--- src/hw/rtl/smms_pkg.sv ---
package smms_pkg;

  localparam int unsigned CNT_W = 16;

  localparam logic CMD_ADD    = 1'b0;
  localparam logic CMD_REPORT = 1'b1;

  typedef enum logic [2:0] {
    ST_IDLE,
    ST_MUL,
    ST_SQRT,
    ST_DIV,
    ST_OUT
  } state_e;

  typedef struct packed {
    logic             empty;
    logic             dropped;
    logic [CNT_W-1:0] count;
  } acc_stat_t;

endpackage

--- src/hw/rtl/smms_acc.sv ---
module smms_acc #(
  parameter int unsigned SAMPLE_WIDTH = 16,
  parameter int unsigned COUNT_LIMIT  = 65535
) (
  input  logic                                          clk_i,
  input  logic                                          rst_ni,
  input  logic                                          add_i,
  input  logic signed [SAMPLE_WIDTH-1:0]                sample_i,
  output logic signed [SAMPLE_WIDTH-1:0]                min_o,
  output logic signed [SAMPLE_WIDTH-1:0]                max_o,
  output logic signed [SAMPLE_WIDTH+smms_pkg::CNT_W-1:0] sum_o,
  output logic [2*SAMPLE_WIDTH+smms_pkg::CNT_W-1:0]     sumsq_o,
  output smms_pkg::acc_stat_t                           stat_o
);

  localparam int unsigned SW    = SAMPLE_WIDTH;
  localparam int unsigned CW    = smms_pkg::CNT_W;
  localparam int unsigned SUM_W = SW + CW;
  localparam int unsigned SQ_W  = 2 * SW + CW;

  logic signed [SW-1:0]    min_q, max_q;
  logic signed [SUM_W-1:0] sum_q;
  logic [SQ_W-1:0]         sumsq_q;
  logic [CW-1:0]           count_q;
  logic                    dropped_q;
  logic                    full;
  logic signed [2*SW-1:0]  sq;

  assign full = count_q >= CW'(COUNT_LIMIT);
  assign sq   = sample_i * sample_i;

  always_ff @(posedge clk_i or negedge rst_ni) begin
    if (!rst_ni) begin
      min_q     <= {1'b0, {(SW-1){1'b1}}};
      max_q     <= {1'b1, {(SW-1){1'b0}}};
      sum_q     <= '0;
      sumsq_q   <= '0;
      count_q   <= '0;
      dropped_q <= 1'b0;
    end else if (add_i) begin
      if (full) begin
        dropped_q <= 1'b1;
      end else begin
        if (sample_i < min_q) min_q <= sample_i;
        if (sample_i > max_q) max_q <= sample_i;
        sum_q   <= sum_q + SUM_W'(sample_i);
        sumsq_q <= sumsq_q + SQ_W'($unsigned(sq));
        count_q <= count_q + 1'b1;
      end
    end
  end

  assign min_o          = min_q;
  assign max_o          = max_q;
  assign sum_o          = sum_q;
  assign sumsq_o        = sumsq_q;
  assign stat_o.empty   = (count_q == '0);
  assign stat_o.dropped = dropped_q;
  assign stat_o.count   = count_q;

endmodule

--- src/hw/rtl/smms_mul.sv ---
module smms_mul #(
  parameter int unsigned A_W = 48,
  parameter int unsigned B_W = 16
) (
  input  logic               clk_i,
  input  logic               rst_ni,
  input  logic               start_i,
  input  logic [A_W-1:0]     a_i,
  input  logic [B_W-1:0]     b_i,
  output logic               busy_o,
  output logic [A_W+B_W-1:0] p_o
);

  localparam int unsigned P_W = A_W + B_W;

  logic [B_W-1:0] mplier_q;
  logic [P_W-1:0] acc_q, mcand_q;

  // one multiplier bit per cycle, stops early once the remaining bits are zero
  always_ff @(posedge clk_i or negedge rst_ni) begin
    if (!rst_ni) begin
      mplier_q <= '0;
    end else if (start_i) begin
      mplier_q <= b_i;
    end else if (busy_o) begin
      mplier_q <= mplier_q >> 1;
    end
  end

  always_ff @(posedge clk_i) begin
    if (start_i) begin
      acc_q   <= '0;
      mcand_q <= P_W'(a_i);
    end else if (busy_o) begin
      if (mplier_q[0]) acc_q <= acc_q + mcand_q;
      mcand_q <= mcand_q << 1;
    end
  end

  assign busy_o = |mplier_q;
  assign p_o    = acc_q;

endmodule

--- src/hw/rtl/smms_sqrt.sv ---
module smms_sqrt #(
  parameter int unsigned N_W = 64
) (
  input  logic               clk_i,
  input  logic               rst_ni,
  input  logic               start_i,
  input  logic [N_W-1:0]     rad_i,
  output logic               busy_o,
  output logic [N_W/2-1:0]   root_o
);

  localparam int unsigned R_W = N_W / 2;
  localparam int unsigned C_W = $clog2(R_W + 1);

  logic [C_W-1:0] step_q;
  logic [N_W-1:0] rad_q;
  logic [R_W+1:0] rem_q;
  logic [R_W-1:0] root_q;
  logic [R_W+3:0] shifted, trial, diff;
  logic           ge;

  // restoring root: two radicand bits in, one root bit out per cycle
  assign shifted = {rem_q, rad_q[N_W-1:N_W-2]};
  assign trial   = {2'b00, root_q, 2'b01};
  assign ge      = shifted >= trial;
  assign diff    = shifted - trial;

  always_ff @(posedge clk_i or negedge rst_ni) begin
    if (!rst_ni) begin
      step_q <= '0;
    end else if (start_i) begin
      step_q <= C_W'(R_W);
    end else if (busy_o) begin
      step_q <= step_q - 1'b1;
    end
  end

  always_ff @(posedge clk_i) begin
    if (start_i) begin
      rad_q  <= rad_i;
      rem_q  <= '0;
      root_q <= '0;
    end else if (busy_o) begin
      rad_q  <= rad_q << 2;
      rem_q  <= ge ? diff[R_W+1:0] : shifted[R_W+1:0];
      root_q <= {root_q[R_W-2:0], ge};
    end
  end

  assign busy_o = (step_q != '0);
  assign root_o = root_q;

endmodule

--- src/hw/rtl/smms_div.sv ---
module smms_div #(
  parameter int unsigned D_W = 32,
  parameter int unsigned V_W = 16
) (
  input  logic           clk_i,
  input  logic           rst_ni,
  input  logic           start_i,
  input  logic [D_W-1:0] dividend_i,
  input  logic [V_W-1:0] divisor_i,
  output logic           busy_o,
  output logic [D_W-1:0] quot_o
);

  localparam int unsigned C_W = $clog2(D_W + 1);

  logic [C_W-1:0] step_q;
  logic [D_W-1:0] quo_q;
  logic [V_W-1:0] rem_q, dvs_q;
  logic [V_W:0]   sh, diff;
  logic           ge;

  // restoring divide, one quotient bit per cycle shifted into the dividend register
  assign sh   = {rem_q, quo_q[D_W-1]};
  assign ge   = sh >= {1'b0, dvs_q};
  assign diff = sh - {1'b0, dvs_q};

  always_ff @(posedge clk_i or negedge rst_ni) begin
    if (!rst_ni) begin
      step_q <= '0;
    end else if (start_i) begin
      step_q <= C_W'(D_W);
    end else if (busy_o) begin
      step_q <= step_q - 1'b1;
    end
  end

  always_ff @(posedge clk_i) begin
    if (start_i) begin
      quo_q <= dividend_i;
      rem_q <= '0;
      dvs_q <= divisor_i;
    end else if (busy_o) begin
      quo_q <= {quo_q[D_W-2:0], ge};
      rem_q <= ge ? diff[V_W-1:0] : sh[V_W-1:0];
    end
  end

  assign busy_o = (step_q != '0);
  assign quot_o = quo_q;

endmodule

--- src/hw/rtl/stream_min_max_mean_stddev.sv ---
// Add beats: a new beat every cycle while idle.
// Report beat on an empty stream: goes straight to ST_OUT, skipping the arithmetic.
// Report beat otherwise: the mean divide runs beside the bit-serial multiplies (ST_MUL), then the
// square root (ST_SQRT) and the deviation divide (ST_DIV), then ST_OUT; no input is taken meanwhile.
// A finished result waits in the output register while new beats are accepted.
// rst_ni (async, active low) empties the statistics and drops any pending result.
module stream_min_max_mean_stddev #(
  parameter int unsigned SAMPLE_WIDTH = 16,
  parameter int unsigned COUNT_LIMIT  = 65535
) (
  input  logic                           clk_i,
  input  logic                           rst_ni,
  input  logic                           in_valid_i,
  output logic                           in_ready_o,
  input  logic                           command_i,
  input  logic signed [SAMPLE_WIDTH-1:0] sample_i,
  output logic                           out_valid_o,
  input  logic                           out_ready_i,
  output logic signed [SAMPLE_WIDTH-1:0] minimum_o,
  output logic signed [SAMPLE_WIDTH-1:0] maximum_o,
  output logic signed [SAMPLE_WIDTH-1:0] average_o,
  output logic [SAMPLE_WIDTH-2:0]        deviation_o,
  output logic [smms_pkg::CNT_W-1:0]     sample_count_o,
  output logic                           overflowed_o
);

  localparam int unsigned SW    = SAMPLE_WIDTH;
  localparam int unsigned CW    = smms_pkg::CNT_W;
  localparam int unsigned SUM_W = SW + CW;
  localparam int unsigned SQ_W  = 2 * SW + CW;
  localparam int unsigned P_W   = 2 * SUM_W;

  smms_pkg::state_e    state_q, state_d;
  smms_pkg::acc_stat_t stat;

  logic signed [SW-1:0]    acc_min, acc_max;
  logic signed [SUM_W-1:0] acc_sum;
  logic [SQ_W-1:0]         acc_sumsq;
  logic [SUM_W-1:0]        sum_u, sum_mag;
  logic                    sum_neg;
  logic                    accept, add;

  logic             mul_start, sqrt_start, div_start;
  logic             mul_a_busy, mul_b_busy, sqrt_busy, div_busy;
  logic [P_W-1:0]   prod_a, prod_b, rad;
  logic [SUM_W-1:0] root, div_dividend, div_quot;
  logic [SW-1:0]    quot_trunc;

  logic res_clr, avg_ld, dev_ld, out_ld;

  logic signed [SW-1:0] avg_q;
  logic [SW-2:0]        dev_q;
  logic                 out_valid_q;
  logic signed [SW-1:0] minimum_q, maximum_q, average_q;
  logic [SW-2:0]        deviation_q;
  logic [CW-1:0]        count_q;
  logic                 overflowed_q;

  assign in_ready_o = (state_q == smms_pkg::ST_IDLE);
  assign accept     = in_valid_i && in_ready_o;
  assign add        = accept && (command_i == smms_pkg::CMD_ADD);

  smms_acc #(
    .SAMPLE_WIDTH(SAMPLE_WIDTH),
    .COUNT_LIMIT (COUNT_LIMIT)
  ) u_acc (
    .clk_i   (clk_i),
    .rst_ni  (rst_ni),
    .add_i   (add),
    .sample_i(sample_i),
    .min_o   (acc_min),
    .max_o   (acc_max),
    .sum_o   (acc_sum),
    .sumsq_o (acc_sumsq),
    .stat_o  (stat)
  );

  assign sum_u   = $unsigned(acc_sum);
  assign sum_neg = acc_sum[SUM_W-1];
  assign sum_mag = sum_neg ? (~sum_u + 1'b1) : sum_u;

  // count * sumsq
  smms_mul #(
    .A_W(SQ_W),
    .B_W(CW)
  ) u_mul_a (
    .clk_i  (clk_i),
    .rst_ni (rst_ni),
    .start_i(mul_start),
    .a_i    (acc_sumsq),
    .b_i    (stat.count),
    .busy_o (mul_a_busy),
    .p_o    (prod_a)
  );

  // sum^2
  smms_mul #(
    .A_W(SUM_W),
    .B_W(SUM_W)
  ) u_mul_b (
    .clk_i  (clk_i),
    .rst_ni (rst_ni),
    .start_i(mul_start),
    .a_i    (sum_mag),
    .b_i    (sum_mag),
    .busy_o (mul_b_busy),
    .p_o    (prod_b)
  );

  assign rad = (prod_a >= prod_b) ? (prod_a - prod_b) : '0;

  smms_sqrt #(
    .N_W(P_W)
  ) u_sqrt (
    .clk_i  (clk_i),
    .rst_ni (rst_ni),
    .start_i(sqrt_start),
    .rad_i  (rad),
    .busy_o (sqrt_busy),
    .root_o (root)
  );

  // shared divider: |sum| / count during the multiply, then root / count
  assign div_dividend = (state_q == smms_pkg::ST_IDLE) ? sum_mag : root;

  smms_div #(
    .D_W(SUM_W),
    .V_W(CW)
  ) u_div (
    .clk_i     (clk_i),
    .rst_ni    (rst_ni),
    .start_i   (div_start),
    .dividend_i(div_dividend),
    .divisor_i (stat.count),
    .busy_o    (div_busy),
    .quot_o    (div_quot)
  );

  assign quot_trunc = div_quot[SW-1:0];

  always_ff @(posedge clk_i or negedge rst_ni) begin
    if (!rst_ni) begin
      state_q <= smms_pkg::ST_IDLE;
    end else begin
      state_q <= state_d;
    end
  end

  always_comb begin
    state_d    = state_q;
    mul_start  = 1'b0;
    sqrt_start = 1'b0;
    div_start  = 1'b0;
    res_clr    = 1'b0;
    avg_ld     = 1'b0;
    dev_ld     = 1'b0;
    out_ld     = 1'b0;
    unique case (state_q)
      smms_pkg::ST_IDLE: begin
        if (accept && command_i == smms_pkg::CMD_REPORT) begin
          res_clr = 1'b1;
          if (stat.empty) begin
            state_d = smms_pkg::ST_OUT;
          end else begin
            mul_start = 1'b1;
            div_start = 1'b1;
            state_d   = smms_pkg::ST_MUL;
          end
        end
      end
      smms_pkg::ST_MUL: begin
        if (!mul_a_busy && !mul_b_busy && !div_busy) begin
          avg_ld     = 1'b1;
          sqrt_start = 1'b1;
          state_d    = smms_pkg::ST_SQRT;
        end
      end
      smms_pkg::ST_SQRT: begin
        if (!sqrt_busy) begin
          div_start = 1'b1;
          state_d   = smms_pkg::ST_DIV;
        end
      end
      smms_pkg::ST_DIV: begin
        if (!div_busy) begin
          dev_ld  = 1'b1;
          state_d = smms_pkg::ST_OUT;
        end
      end
      smms_pkg::ST_OUT: begin
        if (!out_valid_q || out_ready_i) begin
          out_ld  = 1'b1;
          state_d = smms_pkg::ST_IDLE;
        end
      end
      default: state_d = smms_pkg::ST_IDLE;
    endcase
  end

  always_ff @(posedge clk_i) begin
    if (res_clr) begin
      avg_q <= '0;
      dev_q <= '0;
    end else begin
      if (avg_ld) avg_q <= sum_neg ? -$signed(quot_trunc) : $signed(quot_trunc);
      if (dev_ld) dev_q <= div_quot[SW-2:0];
    end
  end

  always_ff @(posedge clk_i or negedge rst_ni) begin
    if (!rst_ni) begin
      out_valid_q <= 1'b0;
    end else if (out_ld) begin
      out_valid_q <= 1'b1;
    end else if (out_ready_i) begin
      out_valid_q <= 1'b0;
    end
  end

  always_ff @(posedge clk_i) begin
    if (out_ld) begin
      minimum_q    <= acc_min;
      maximum_q    <= acc_max;
      average_q    <= avg_q;
      deviation_q  <= dev_q;
      count_q      <= stat.count;
      overflowed_q <= stat.dropped;
    end
  end

  assign out_valid_o    = out_valid_q;
  assign minimum_o      = minimum_q;
  assign maximum_o      = maximum_q;
  assign average_o      = average_q;
  assign deviation_o    = deviation_q;
  assign sample_count_o = count_q;
  assign overflowed_o   = overflowed_q;

  a_empty_report_short: assert property (@(posedge clk_i) disable iff (!rst_ni)
    (accept && command_i == smms_pkg::CMD_REPORT && stat.empty)
      |=> state_q == smms_pkg::ST_OUT)
    else $error("empty report did not go straight to output");

  a_empty_result_zero: assert property (@(posedge clk_i) disable iff (!rst_ni)
    (out_valid_o && sample_count_o == '0) |-> (average_o == '0 && deviation_o == '0))
    else $error("empty result has nonzero mean or deviation");

  a_count_matches: assert property (@(posedge clk_i) disable iff (!rst_ni)
    $rose(out_valid_q) |-> sample_count_o == stat.count)
    else $error("reported count differs from accumulator");

  a_min_le_max: assert property (@(posedge clk_i) disable iff (!rst_ni)
    !stat.empty |-> acc_min <= acc_max)
    else $error("running min above running max");

  a_drop_sticky: assert property (@(posedge clk_i) disable iff (!rst_ni)
    $past(stat.dropped) |-> stat.dropped)
    else $error("drop flag cleared without reset");

endmodule
--- config.mk ---
export PLATFORM = sky130hd
export DESIGN_NAME = stream_min_max_mean_stddev
export DESIGN_NICKNAME = d
export VERILOG_FILES = /design/src/hw/rtl/smms_pkg.sv /design/src/hw/rtl/smms_acc.sv /design/src/hw/rtl/smms_mul.sv /design/src/hw/rtl/smms_sqrt.sv /design/src/hw/rtl/smms_div.sv /design/src/hw/rtl/stream_min_max_mean_stddev.sv
export SDC_FILE = /design/constraint.sdc
export NUM_CORES = 2
export LEC_CHECK = 0
export CELL_PAD_IN_SITES_DETAIL_PLACEMENT = 1
export CELL_PAD_IN_SITES_GLOBAL_PLACEMENT = 2
export CORE_MARGIN = 5
export CORE_UTILIZATION = 47
export CTS_BUF_LIST = sky130_fd_sc_hd__clkbuf_4 sky130_fd_sc_hd__clkbuf_8
export DETAILED_ROUTE_END_ITERATION = 12
export DONT_BUFFER_PORTS = 1
export GPL_TIMING_DRIVEN = 0
export PLACE_DENSITY_LB_ADDON = 0.1
export SYNTH_ARGS = -nofsm -noshare
export SYNTH_HDL_FRONTEND = slang
export SYNTH_HIERARCHICAL = 1
export SYNTH_SLANG_ARGS = --single-unit
export TNS_END_PERCENT = 20
--- constraint.sdc ---
create_clock -name clk_i -period 12.5 [get_ports clk_i]
set_clock_uncertainty 0.1 [all_clocks]
set_input_delay 1.25 -clock clk_i [delete_from_list [all_inputs] [get_ports clk_i]]
set_output_delay 1.25 -clock clk_i [all_outputs]
set_load 0.005 [all_outputs]
== After elaboration in Yosys (flattened, before gate mapping) ==
Cells that the tools add are included.

* Flip-flop bits (word level): 754
* Word-level logic and storage cells: 135

* Add/sub/neg operators: 12
* Multipliers: 1
* Magnitude comparators: 6
* Eq/ne operators: 9
* Muxes and demuxes: 44
* Bitwise logic cells: 3
* Reductions and logical operators: 28

{| class="wikitable"
|+ Operators by type and width
! kind !! number
|-
| 2-to-1 mux 32 bit || 8
|-
| 2-to-1 mux 64 bit || 3
|-
| adder 64 bit || 2
|-
| 2-to-1 mux 48 bit || 2
|-
| greater-or-equal comparator 64 bit || 1
|-
| 2-to-1 mux 16 bit || 4
|-
| subtractor 64 bit || 1
|-
| adder 48 x 32 -> 48 bit || 1
|-
| greater-or-equal comparator 36 x 34 -> 1 bit || 1
|-
| 2-to-1 mux 34 bit || 1
|-
| subtractor 34 bit || 1
|-
| adder 32 x 1 -> 32 bit, second input constant || 1
|-
| adder 32 x 16 -> 32 bit || 1
|-
| multiplier 16 x 16 -> 32 bit || 1
|-
| inverter 32 bit || 1
|-
| OR reduction 32 bit || 1
|-
| 2-to-1 mux 6 bit || 4
|-
| 2-to-1 mux 3 bit || 6
|-
| greater-or-equal comparator 17 x 16 -> 1 bit || 1
|-
| adder 16 x 1 -> 16 bit, second input constant || 1
|-
| greater-or-equal comparator 16 bit, second input constant || 1
|-
| > comparator 16 bit || 1
|-
| logical NOT 16 bit || 1
|-
| less-than comparator 16 bit || 1
|-
| other kinds (22) || 57
|}

== Logic depth before layout (Yosys ltp) ==
* Depth after elaboration: 7
* Gate-level depth with buffers: 38

== Hierarchy ==
The synthesis kept the hierarchy.

{| class="wikitable"
|+ By module, submodules not included
! module !! instances !! cells each !! area an instance (sq um)
|-
| smms_acc || 1 || 1926 || 17674.5
|-
| smms_mul at u_mul_b || 1 || 1043 || 9845.7
|-
| stream_min_max_mean_stddev || 1 || 1131 || 9425.3
|-
| smms_mul at u_mul_a || 1 || 988 || 9350.2
|-
| smms_sqrt || 1 || 783 || 7644.8
|-
| smms_div || 1 || 332 || 3753.6
|}

== Least setup slack after synthesis ==
OpenSTA, ideal clock, no wires.

* Kind: input-to-reg
* From: in sample_i[15]
* To: reg u_acc.sumsq_q[36] (netlist: u_acc/sumsq_o[36])
* Library setup time: 79 ps
* Arrival time: 9268 ps
* Setup slack: 3052 ps
* Stages on the path: 34
* Path buffers: 2
* Path through: inv_1 clkbuf_1 nor2_1 fa_1 inv_1 fa_1 inv_1 fa_1 fa_1 fa_1 inv_1 fa_1 inv_1 ha_1 and3_1 clkbuf_1 a221o_1 a31o_2 a211oi_2 nor3b_1 o41ai_1 nand2b_1 a211oi_1 nor2_1 ha_1 nand2_1 nor3_1 nand3_1 nor4_1 a31oi_1 a31o_2 nor2_1 and3_1 xor2_1

* Cells in the longest elaborated chain, start to end: 2

{| class="wikitable"
|+ RTL lines
! element !! line !! text
|-
| start, declared || stream_min_max_mean_stddev.sv:16 || <nowiki>input logic signed [SAMPLE_WIDTH-1:0] sample_i,</nowiki>
|-
| multiplier 16 x 16 -> 32 bit || smms_acc.sv:30 || <nowiki>assign sq = sample_i * sample_i;</nowiki>
|-
| adder 48 x 32 -> 48 bit || smms_acc.sv:47 || <nowiki>sumsq_q <= sumsq_q + SQ_W'($unsigned(sq));</nowiki>
|-
| end signal, assigned || smms_acc.sv:47 ||
|-
| end, declared || smms_acc.sv:23 || <nowiki>logic [SQ_W-1:0] sumsq_q;</nowiki>
|}

No other way between the ends.
A chain may end at the register's enable or synchronous reset.

== Worst setup path after layout ==
Same ends and word-level chain as after synthesis.

==> results.sh <==
export IMPL_first_pass_iters=5
export IMPL_fin_crit_sh=0.8619
export IMPL_post_cts_setup_buffers=0
export IMPL_arrival_ns=11.46
export IMPL_drive_above_1_share=0.1135
export IMPL_grt_max_degree=178
export IMPL_cp_required_ns=13.18
export IMPL_vias=46640
export IMPL_r2r_setup_slack_ns=4.06
export IMPL_timing_rr_start="u_mul_b/mplier_q[0]"
export IMPL_clockRootBuffer="clkbuf_8"
export IMPL_ys_top_cells_by_count="inv_1 (579), nand2_1 (561), nor2_1 (509), a21oi_1 (470), ha_1 (429)"
export IMPL_reg2regPathDepth=13
export IMPL_setup_violations=0
export IMPL_path_max_fanout=29
export IMPL_htree_levels=4
export IMPL_drtAntennaViolNets=0
export IMPL_status="finished, final reports clean"
export IMPL_ys_flop_type="dfxtp_1"
export IMPL_syn_area_sq_mm=0.05769
export IMPL_fin_crit_ns=10.77
export IMPL_yosys_area_top_type_share=0.1416
export IMPL_gp_congestion=0.8937
export IMPL_final_nets=7050
export IMPL_io_pins=103
export IMPL_synth_seq_cells=754
export IMPL_critical_path_buf_inv_count=6
export IMPL_rsz0062_at_grt="no"
export IMPL_synth_top_area_cell="edfxtp_1"
export IMPL_dieArea_sq_mm=0.1299
export IMPL_clock_path_buffers=3
export IMPL_ys_types=136
export IMPL_synth_most_common_cell="inv_1"
export IMPL_avgViaCountPerCell=5.753
export IMPL_r2r_end="u_sqrt/rad_q[53]"
export IMPL_startpoint="sample_i[15]"
export IMPL_path_clk_slew_ns=0.06
export IMPL_syn2layout_area_growth_pct=9.354
export IMPL_cap_violations=0
export IMPL_crit_end="u_acc/sumsq_o[36]"
export IMPL_synth_xor_area_share=0.05435
export IMPL_syn_inst=6203
export IMPL_synth_fa_ha_area_frac=0.1770
export IMPL_yosys_area_share_simple=0.1373
export IMPL_first_global_vias=49650
export IMPL_portBuffers=0
export IMPL_startpoint_type="input pin"
export IMPL_timing_slew_headroom=0.1104
export IMPL_die_width_um=360.4
export IMPL_critical_path_top_delay_family="adder cells"
export IMPL_gr_total_overflow=0
export IMPL_crit_type="in2reg"
export IMPL_slowest_stage="a2111oi_0"
export IMPL_critical_path_depth=31
export IMPL_path_common_cell="fa_1"
export IMPL_synthMuxAreaShare=0.08497
export IMPL_ys_warn_count=6
export IMPL_synth_nets=6895
export IMPL_drt_iter0_markers=2727
export IMPL_totalWireLength_um=183900
export IMPL_fmax_mhz=92.81
export IMPL_tightest_slew_ns=1.334
export IMPL_dp_hpwl_um=143400
export IMPL_grt_antenna_before_repair=7
export IMPL_fin_tns_setup_ns=0
export IMPL_synth_area_per_cell_sq_um=9.301
export IMPL_synth_top_family_by_area="adder cells"
export IMPL_tritoncts="yes"
export IMPL_core_area_sq_mm=0.1219
export IMPL_fp_dieH_um=360.4
export IMPL_ctsResizeCount=0
export IMPL_grt_pass1_wl_um=285900
export IMPL_maxSlewViolCount=0
export IMPL_synthTopCellsByArea="edfxtp_1 (14%), dfxtp_1 (10%), ha_1 (9.3%), fa_1 (8.4%), dfrtp_1 (7.7%)"
export IMPL_synthArstFlopShare=0.2560
export IMPL_hold_class="in2async"
export IMPL_wl_per_cell_um=22.69
export IMPL_std_cell_rows=128
export IMPL_synth_edff_count=272
export IMPL_ys_seq_area_frac=0.3259
export IMPL_hold_viol=0
export IMPL_clock_sinks=754
export IMPL_grt_total_usage=0.2778
export IMPL_synth_compound_area_frac=0.1613
export IMPL_drc=0
export IMPL_initial_utilization=0.4734
export IMPL_cts_buffers=143
export IMPL_critPathMaxStageDelay_ns=0.93
export IMPL_fillers=14040
export IMPL_endpoint_kind="register"
export IMPL_insertion_delay_ns=0.88
through the flow:
stage | cell area, sq um | cells | hold slack (ns) | worst slack [ns] | util
finish | 63090 | 8107 | 0.1380 | 1.726 | 0.5177
global route | 63080 | 8103 | 0.06868 | 1.348 | 0.5176
CTS | 63070 | 8101 | 0.05595 | 1.749 | 0.5175
detailed placement | 59860 | 7837 | 0.3184 | 0.8101 | 0.4911
global placement | 59730 | 7828 | 0.3173 | 0.9200 | 0.4901
floorplan | 57690 | 6203 | 0.3076 | 3.052 | -
sequential cells by signal, indices dropped and copies added, names as in the netlist, 16 cells and up:
name and flops:
u_sqrt/rem_q 34, avg_q 16, average_o 16, minimum_o 16
u_mul_b/mplier_q 32, u_mul_a/mplier_q 16, sample_count_o 16, u_div/quot_o 32
u_div/rem_q 16, u_mul_a/p_o 64, u_sqrt/root_o 32, u_mul_b/p_o 64
u_mul_b/mcand_q 64, u_mul_a/mcand_q 64, u_acc/sum_o 32, u_acc/sumsq_o 48
u_acc/min_o 16, u_acc/count_q 16, u_sqrt/rad_q 64, maximum_o 16
u_acc/max_o 16, u_div/dvs_q 16
final cells by class:
cell class                      count  area, sq um  share of cell area
Tap cell                         1625         2033             0.03223
Inverter                          583         2191             0.03473
Clock inverter                     57        646.9             0.01025
Buffer                            269         1225             0.01942
Timing Repair Buffer               10        132.6            0.002102
Multi-Input combinational cell   4597        35500              0.5627
Sequential cell                   754        18800              0.2980
Clock buffer                      206         2541             0.04028
Antenna cell                        6        15.01           0.0002380
repair_timing:
item	in CTS	in global routing
endpoints found under the hold margin	177	0
hold buffers	1	0
setup endpoints to repair	0	0
cells by family (layout without fill, tap and decap cells):
family	Yosys count	in the layout
fa+ha+maj	671	671
mux	455	455
xor+xnor	358	358
buf+inv	852	1125
other cells	0	6
flops	754	754
simple gates	1691	1691
compound gates	1422	1422
layer usage:
metal,routed length [um],part of all wire,up-vias,track usage
li1,-,-,22110,-
met1,83220,0.45,23370,0.3655
met2,87650,0.48,894,0.4732
met3,7815,0.042,270,0.04481
met4,5227,0.028,2,0.08375
met5,13,0.000071,-,0
how the worst min path moves through the flow:
| stage | from | end |
|---|---|---|
| finish | rst_ni | u_acc/min_o[9] |
| global route | rst_ni | u_acc/min_o[13] |
| CTS | rst_ni | u_acc/min_o[9] |
| detailed placement | avg_q[2] | average_o[2] |
| global placement | dev_q[7] | deviation_o[7] |
| floorplan | avg_q[0] | average_o[0] |
cell usage in the layout, fill, tap and decap left out, types with 69 or more instances in the layout:
cell type,instances
clkbuf_8,159
a211oi_1,69
fa_1,242
mux2_2,272
dfxtp_1,289
a21oi_1,470
o21ai_0,269
mux2i_1,180
inv_1,578
xor2_1,129
xnor2_1,229
nand4_1,88
dfrtp_1,177
ha_1,429
nand3_1,100
a21o_1,148
nor2_1,509
clkbuf_1,186
edfxtp_1,272
nand2_1,560
Power is left out: the tool's default activity adds up to more than one toggle a clock period on the data nets, which glitch-free logic cannot reach.
